`src/rtl/core/cfsh_pkg.sv`:
```
// Package: constants, phase type and byte helpers for the string hash.
package cfsh_pkg;

	localparam logic [31:0] HashMult = 32'hB3CB_2E29;
	localparam logic [31:0] HashSeed = 32'h3197_12C3;
	localparam logic [31:0] AllOnes  = 32'hFFFF_FFFF;
	localparam logic [31:0] HexLimit = 32'h0FFF_FFFF;

	localparam logic [7:0] CharNul   = 8'h00;
	localparam logic [7:0] CharZero  = 8'h30;
	localparam logic [7:0] CharNine  = 8'h39;
	localparam logic [7:0] CharX     = 8'h78;
	localparam logic [7:0] CharUpA   = 8'h41;
	localparam logic [7:0] CharUpF   = 8'h46;
	localparam logic [7:0] CharUpZ   = 8'h5A;
	localparam logic [7:0] CharLoA   = 8'h61;
	localparam logic [7:0] CharLoF   = 8'h66;

	typedef enum logic [1:0] {
		PH_START,
		PH_AFTER_ZERO,
		PH_HASH,
		PH_HEX
	} phase_t;

	// Hex digit lookup result.
	typedef struct packed {
		logic       valid;
		logic [3:0] value;
	} hex_digit_t;

	// A-Z to lower case; top-bit bytes sign-extended.
	function automatic logic [31:0] fold_byte(input logic [7:0] b);
		logic [31:0] r;
		if (b >= CharUpA && b <= CharUpZ) begin
			r = {24'h0, b | 8'h20};
		end else if (b[7]) begin
			r = {24'hFF_FFFF, b};
		end else begin
			r = {24'h0, b};
		end
		return r;
	endfunction

	function automatic hex_digit_t hex_digit(input logic [7:0] b);
		hex_digit_t r;
		r.valid = 1'b1;
		r.value = b[3:0];
		if (b >= CharZero && b <= CharNine) begin
			r.value = b[3:0];
		end else if ((b >= CharLoA && b <= CharLoF) || (b >= CharUpA && b <= CharUpF)) begin
			// 'a'/'A' have low nibble 1, so add nine
			r.value = b[3:0] + 4'd9;
		end else begin
			r.valid = 1'b0;
		end
		return r;
	endfunction

endpackage

```
`src/rtl/core/case_folding_string_hash.sv`:
```
// Top level: case-folding 32-bit string hash with a hex-literal bypass.
//
//  channel | dir | handshake          | payload
//  --------+-----+--------------------+----------------------------------------
//  s_*     | in  | s_tvalid/s_tready  | s_tdata[7:0] char_in
//  m_*     | out | m_tvalid/m_tready  | m_tdata[31:0] hash_value, m_tuser was_hex
//
// One byte per cycle while the input is not stalled. Each byte is held in the
// input register; the fold, XOR and 32x32 multiply (low half) run between it
// and the accumulator, and a terminator item is passed from the input register
// to the result register.
// Reset clears the phase, accumulator, flags and both valid bits.
// Input stalls only when a terminator is waiting and the result register
// is still held by the sink; other bytes move on regardless.
module case_folding_string_hash (
	input  logic        clk,
	input  logic        arst_n,
	input  logic        s_tvalid,
	output logic        s_tready,
	input  logic [7:0]  s_tdata,   // [7:0] char_in
	output logic        m_tvalid,
	input  logic        m_tready,
	output logic [31:0] m_tdata,   // [31:0] hash_value
	output logic        m_tuser    // [0] was_hex
);
	import cfsh_pkg::*;

	// input register
	logic       valid_s1;
	logic [7:0] byte_s1;

	// hash state
	phase_t      phase_q;
	logic [31:0] acc_q;
	logic        hex_ovf_q;
	logic        hex_stop_q;

	// result register
	logic        out_valid_q;
	logic [31:0] out_hash_q;
	logic        out_hex_q;

	// next-state logic
	phase_t      phase_d;
	logic [31:0] acc_d;
	logic        hex_ovf_d;
	logic        hex_stop_d;
	logic        emit;
	logic [31:0] emit_hash;
	logic        emit_hex;

	logic [31:0] mix_in;
	logic [31:0] mix_res;
	hex_digit_t  digit;
	logic        is_nul;
	logic        consume;

	assign is_nul  = (byte_s1 == CharNul);
	// A terminator needs the result register free (or freeing this cycle).
	assign consume  = valid_s1 && (!is_nul || !out_valid_q || m_tready);
	assign s_tready = !valid_s1 || consume;

	assign mix_in  = ((phase_q == PH_START) ? HashSeed : acc_q) ^ fold_byte(byte_s1);
	assign mix_res = mix_in * HashMult;
	assign digit   = hex_digit(byte_s1);

	always_comb begin
		phase_d    = phase_q;
		acc_d      = acc_q;
		hex_ovf_d  = hex_ovf_q;
		hex_stop_d = hex_stop_q;
		emit       = 1'b0;
		emit_hash  = mix_res;
		emit_hex   = 1'b0;
		case (phase_q)
			PH_HEX: begin
				if (is_nul) begin
					emit      = 1'b1;
					emit_hex  = 1'b1;
					emit_hash = hex_ovf_q ? AllOnes : acc_q;
				end else if (!hex_stop_q && !hex_ovf_q) begin
					if (!digit.valid) begin
						hex_stop_d = 1'b1;
					end else if (acc_q > HexLimit) begin
						hex_ovf_d = 1'b1;
						acc_d     = AllOnes;
					end else begin
						acc_d = {acc_q[27:0], digit.value};
					end
				end
			end
			PH_AFTER_ZERO: begin
				if (byte_s1 == CharX) begin
					phase_d    = PH_HEX;
					acc_d      = '0;
					hex_ovf_d  = 1'b0;
					hex_stop_d = 1'b0;
				end else begin
					acc_d   = mix_res;
					emit    = is_nul;
					phase_d = PH_HASH;
				end
			end
			PH_START: begin
				acc_d   = mix_res;
				emit    = is_nul;
				phase_d = (byte_s1 == CharZero) ? PH_AFTER_ZERO : PH_HASH;
			end
			default: begin
				acc_d   = mix_res;
				emit    = is_nul;
				phase_d = PH_HASH;
			end
		endcase
		// terminator returns to the start of a new name
		if (is_nul) begin
			phase_d    = PH_START;
			acc_d      = '0;
			hex_ovf_d  = 1'b0;
			hex_stop_d = 1'b0;
		end
	end

	always_ff @(posedge clk or negedge arst_n) begin
		if (!arst_n) begin
			valid_s1 <= 1'b0;
		end else if (s_tready) begin
			valid_s1 <= s_tvalid;
		end
	end

	always_ff @(posedge clk) begin
		if (s_tready && s_tvalid) begin
			byte_s1 <= s_tdata;
		end
	end

	always_ff @(posedge clk or negedge arst_n) begin
		if (!arst_n) begin
			phase_q    <= PH_START;
			acc_q      <= '0;
			hex_ovf_q  <= 1'b0;
			hex_stop_q <= 1'b0;
		end else if (consume) begin
			phase_q    <= phase_d;
			acc_q      <= acc_d;
			hex_ovf_q  <= hex_ovf_d;
			hex_stop_q <= hex_stop_d;
		end
	end

	always_ff @(posedge clk or negedge arst_n) begin
		if (!arst_n) begin
			out_valid_q <= 1'b0;
		end else if (consume && emit) begin
			out_valid_q <= 1'b1;
		end else if (m_tready) begin
			out_valid_q <= 1'b0;
		end
	end

	always_ff @(posedge clk) begin
		if (consume && emit) begin
			out_hash_q <= emit_hash;
			out_hex_q  <= emit_hex;
		end
	end

	assign m_tvalid = out_valid_q;
	assign m_tdata  = out_hash_q;
	assign m_tuser  = out_hex_q;

endmodule

```
`config.mk`:
```
export PLATFORM = sky130hd
export DESIGN_NAME = case_folding_string_hash
export DESIGN_NICKNAME = d
export VERILOG_FILES = /design/src/rtl/core/cfsh_pkg.sv /design/src/rtl/core/case_folding_string_hash.sv
export SDC_FILE = /design/constraint.sdc
export NUM_CORES = 1
export LEC_CHECK = 0
export ABC_CLOCK_PERIOD_IN_PS = 7800
export BUFFER_PORTS_ARGS = -buffer_cell sky130_fd_sc_hd__buf_4
export CAP_MARGIN = 20
export CORE_UTILIZATION = 49
export DETAILED_ROUTE_END_ITERATION = 7
export GPL_TIMING_DRIVEN = 0
export PLACE_DENSITY = 0.65
export SYNTH_ARGS = -nofsm -noshare
export SYNTH_HDL_FRONTEND = slang
export SYNTH_SLANG_ARGS = --single-unit
```
`constraint.sdc`:
```
create_clock -name clk -period 7.8 [get_ports clk]
set_clock_uncertainty 0.2 [all_clocks]
set_input_delay 1.56 -clock clk [delete_from_list [all_inputs] [get_ports clk]]
set_output_delay 1.56 -clock clk [all_outputs]
set_load 0.005 [all_outputs]
```
==> results_dict.tcl <==
set metrics [dict create \
    hold_viol_final 0 \
    min_path_type "reg -> reg" \
    cpMostUsedCell "fa_1" \
    synth_flop_cell "edfxtp_1" \
    cp.arrival_ns 8.24 \
    synth_most_common_cell "inv_1" \
    grt_pass1_vias 9868 \
    ys_top_cells_by_area "fa_1 (26%), ha_1 (21%), inv_1 (9.9%), edfxtp_1 (9.8%), dfrtp_1 (7.6%)" \
    grt-ovfl-total 0 \
    syn-cell-area_mm2 0.0125 \
    clock.fmax_mhz 122 \
    ant_nets 0 \
    finalNetCount 1808 \
    ys_seq_elements 79 \
    maxCapViolations 0 \
    stdcell_area_mm2 0.0149 \
    critPathLaunch "byte_s1[0]" \
    grt_pass1_wl_um 54300 \
    critPathRequiredTime_ns 7.87 \
    cts_buffers 9 \
    min_period_over_period 1.05 \
    die_h_um 162 \
    ys_seq_area_frac 0.174 \
    worst_slack_ns -0.367 \
    nFillCells 2203 \
    synthSimpleGateAreaFrac 0.0675 \
    clock_path_buffers 2 \
    clock-sinks 79 \
    rsz0062_at_grt "true" \
    die_w_um 162 \
    io_buffers 46 \
    insertion_delay_ns 0.35 \
    crit_slowest_cell "fa_2" \
    critPathTopFamily "adder cells" \
    cp_max_fo 6 \
    htreeDepth 3 \
    finalCriticalPeriod_ns 8.17 \
    netlist_instances 1313 \
    synthAdderAreaFrac 0.467 \
    drtIter0Drc 795 \
    drc 0 \
    async_flop_share 0.481 \
    ys_types 62 \
    syn_to_final_growth_pct 19.3 \
    start_kind "register" \
    violations "setup timing" \
    core_area_mm2 0.0251 \
    synth.top_cell.area_share 0.258 \
    synth_top_family_by_area "adder cells" \
    r2r_start "byte_s1[0]" \
    antenna_cells 0 \
    grtUsageTotal 0.276 \
    antenna_found_initial 0 \
    initial_core_util 0.498 \
    via_count 9557 \
    slew_violations 0 \
    synth-edff-count 41 \
    yosysTopAreaCell "fa_1" \
    max_stage_delay_ns 0.56 \
    end_kind "register" \
    num_rows 58 \
    finalSetupViolations 16 \
    via_per_inst 5.43 \
    place_ws_ns -1.43 \
    clockRootBuffer "clkbuf_16" \
    worst_pin_slew_ns 0.859 \
    synthTopCellsByCount "inv_1 (330), ha_1 (209), fa_1 (161)" \
    critical_path_class "reg -> reg" \
    die_area_mm2 0.0262 \
    pin_count 47 \
    grt_max_degree 39 \
    drive_gt1_frac 0.174 \
    relSlewSlack 0.423 \
    wl_um 34700 \
    path_buf_inv 6 \
    synth_compound_area_frac 0.106 \
    wl_per_cell_um 19.7 \
    syn-num-nets 1695 \
    synth_mux_area_frac 0 \
    gp_congestion 0.912 \
    cts_tree "done" \
    synth_warnings 0 \
    setup_tns_ns -3.09 \
    outcome "complete, but fails checks" \
    min_from "hex_stop_q" \
    clk_pin_slew_ns 0.07 \
    dp_hpwl_um 28000 \
    place_area_mm2 0.0136 \
    synth-xor-area-share 0.0728 \
    drt_first_pass_iters 5 \
    synth_area_per_cell_um2 9.53 \
]
## registers in the layout (all words and copies together) (netlist names)
| name | cells |
|---|---|
| byte_s1 | 8 |
| m_tvalid | 1 |
| acc_q | 32 |
| phase_q | 2 |
| m_tuser | 1 |
| hex_ovf_q | 1 |
| m_tdata | 32 |
| hex_stop_q | 1 |
| valid_s1 | 1 |
## worst paths after layout
| kind | endpoint | slack, ns | cells past startpoint |
|---|---|---|---|
| max reg2reg | acc_q[29] | -0.37 | 30 |
| min in group asynchronous | acc_q[6] | 1.00 | 1 |
| max | acc_q[29] | -0.37 | 30 |
| max in group asynchronous | acc_q[28] | 6.03 | 1 |
| min | hex_stop_q | 0.33 | 1 |
| min reg2reg | hex_stop_q | 0.33 | 1 |
## metrics by stage
step           hold slack [ns]  cells   util
4_1_cts                  0.331   1743  0.571
2_1_floorplan            0.274   1313      -
6_report                 0.326   1761  0.594
3_3_place_gp             0.312   1689  0.533
3_5_place_dp             0.317   1701  0.541
5_1_grt                  0.352   1761  0.594
## worst reg2reg max path: cells and delay by family (launching register included)
family	cells	cell delay, ns
XOR/XNOR	3	0.56
AO/OA/AOI/OAI	7	1.69
AND/OR/NAND/NOR	4	0.92
buffers and inverters	6	0.52
adder cells (fa/ha/maj)	10	3.76
flip-flops	1	0.45
## cell type report
| cell class | instances | area, um^2 | share of cell area |
|---|---|---|---|
| buffer | 35 | 181 | 0.0122 |
| tap | 330 | 413 | 0.0277 |
| clock inverter | 5 | 40.0 | 0.00268 |
| multi-input combinational | 868 | 9770 | 0.654 |
| inverter | 330 | 1240 | 0.0832 |
| timing repair buffer | 103 | 848 | 0.0568 |
| clock buffer | 11 | 254 | 0.0170 |
| sequential | 79 | 2180 | 0.146 |
## routing by layer
| layer | wire length (um) | track usage | vias up |
|---|---|---|---|
| met3 | 2140 | 0.0350 | 73 |
| met5 | 0 | 0 | - |
| met1 | 14900 | 0.379 | 4691 |
| met4 | 1270 | 0.0913 | 0 |
| met2 | 16400 | 0.452 | 375 |
| li1 | - | - | 4418 |
## placed cells by master (no fill, tap or decap), types with 8 or more instances in the layout
master	count
edfxtp_1	41
fa_1	154
ha_1	190
o21ai_2	8
xnor2_4	8
inv_1	319
o21ai_1	13
buf_4	92
xnor2_1	52
buf_6	9
a21o_1	17
inv_2	10
a21oi_1	18
dfrtp_1	38
clkbuf_16	10
clkbuf_1	21
xor2_1	24
o211ai_1	10
nor3_1	9
xnor2_2	13
o21ai_0	75
nand2_1	92
nor2_1	29
ha_4	16
## kinds of logic (layout without fill, tap and decap cells)
kind of cell             count (synthesis)  count (layout)
adder cells (fa/ha/maj)                370             370
buffers and inverters                  366             484
AO/OA/AOI/OAI                          210             210
AND/OR/NAND/NOR                        184             184
XOR/XNOR                               104             104
flip-flops                              79              79
## timing repair
item / CTS / global route
resized for setup: 54 / 91
hold buffers: 0 / 0
pin swaps: 30 / 32
setup endpoints to repair: 32 / 30
buffers inserted: 27 / 18
Power is not shown: default switching activity piles up to over one toggle a cycle in this logic, so the estimate is an artifact.
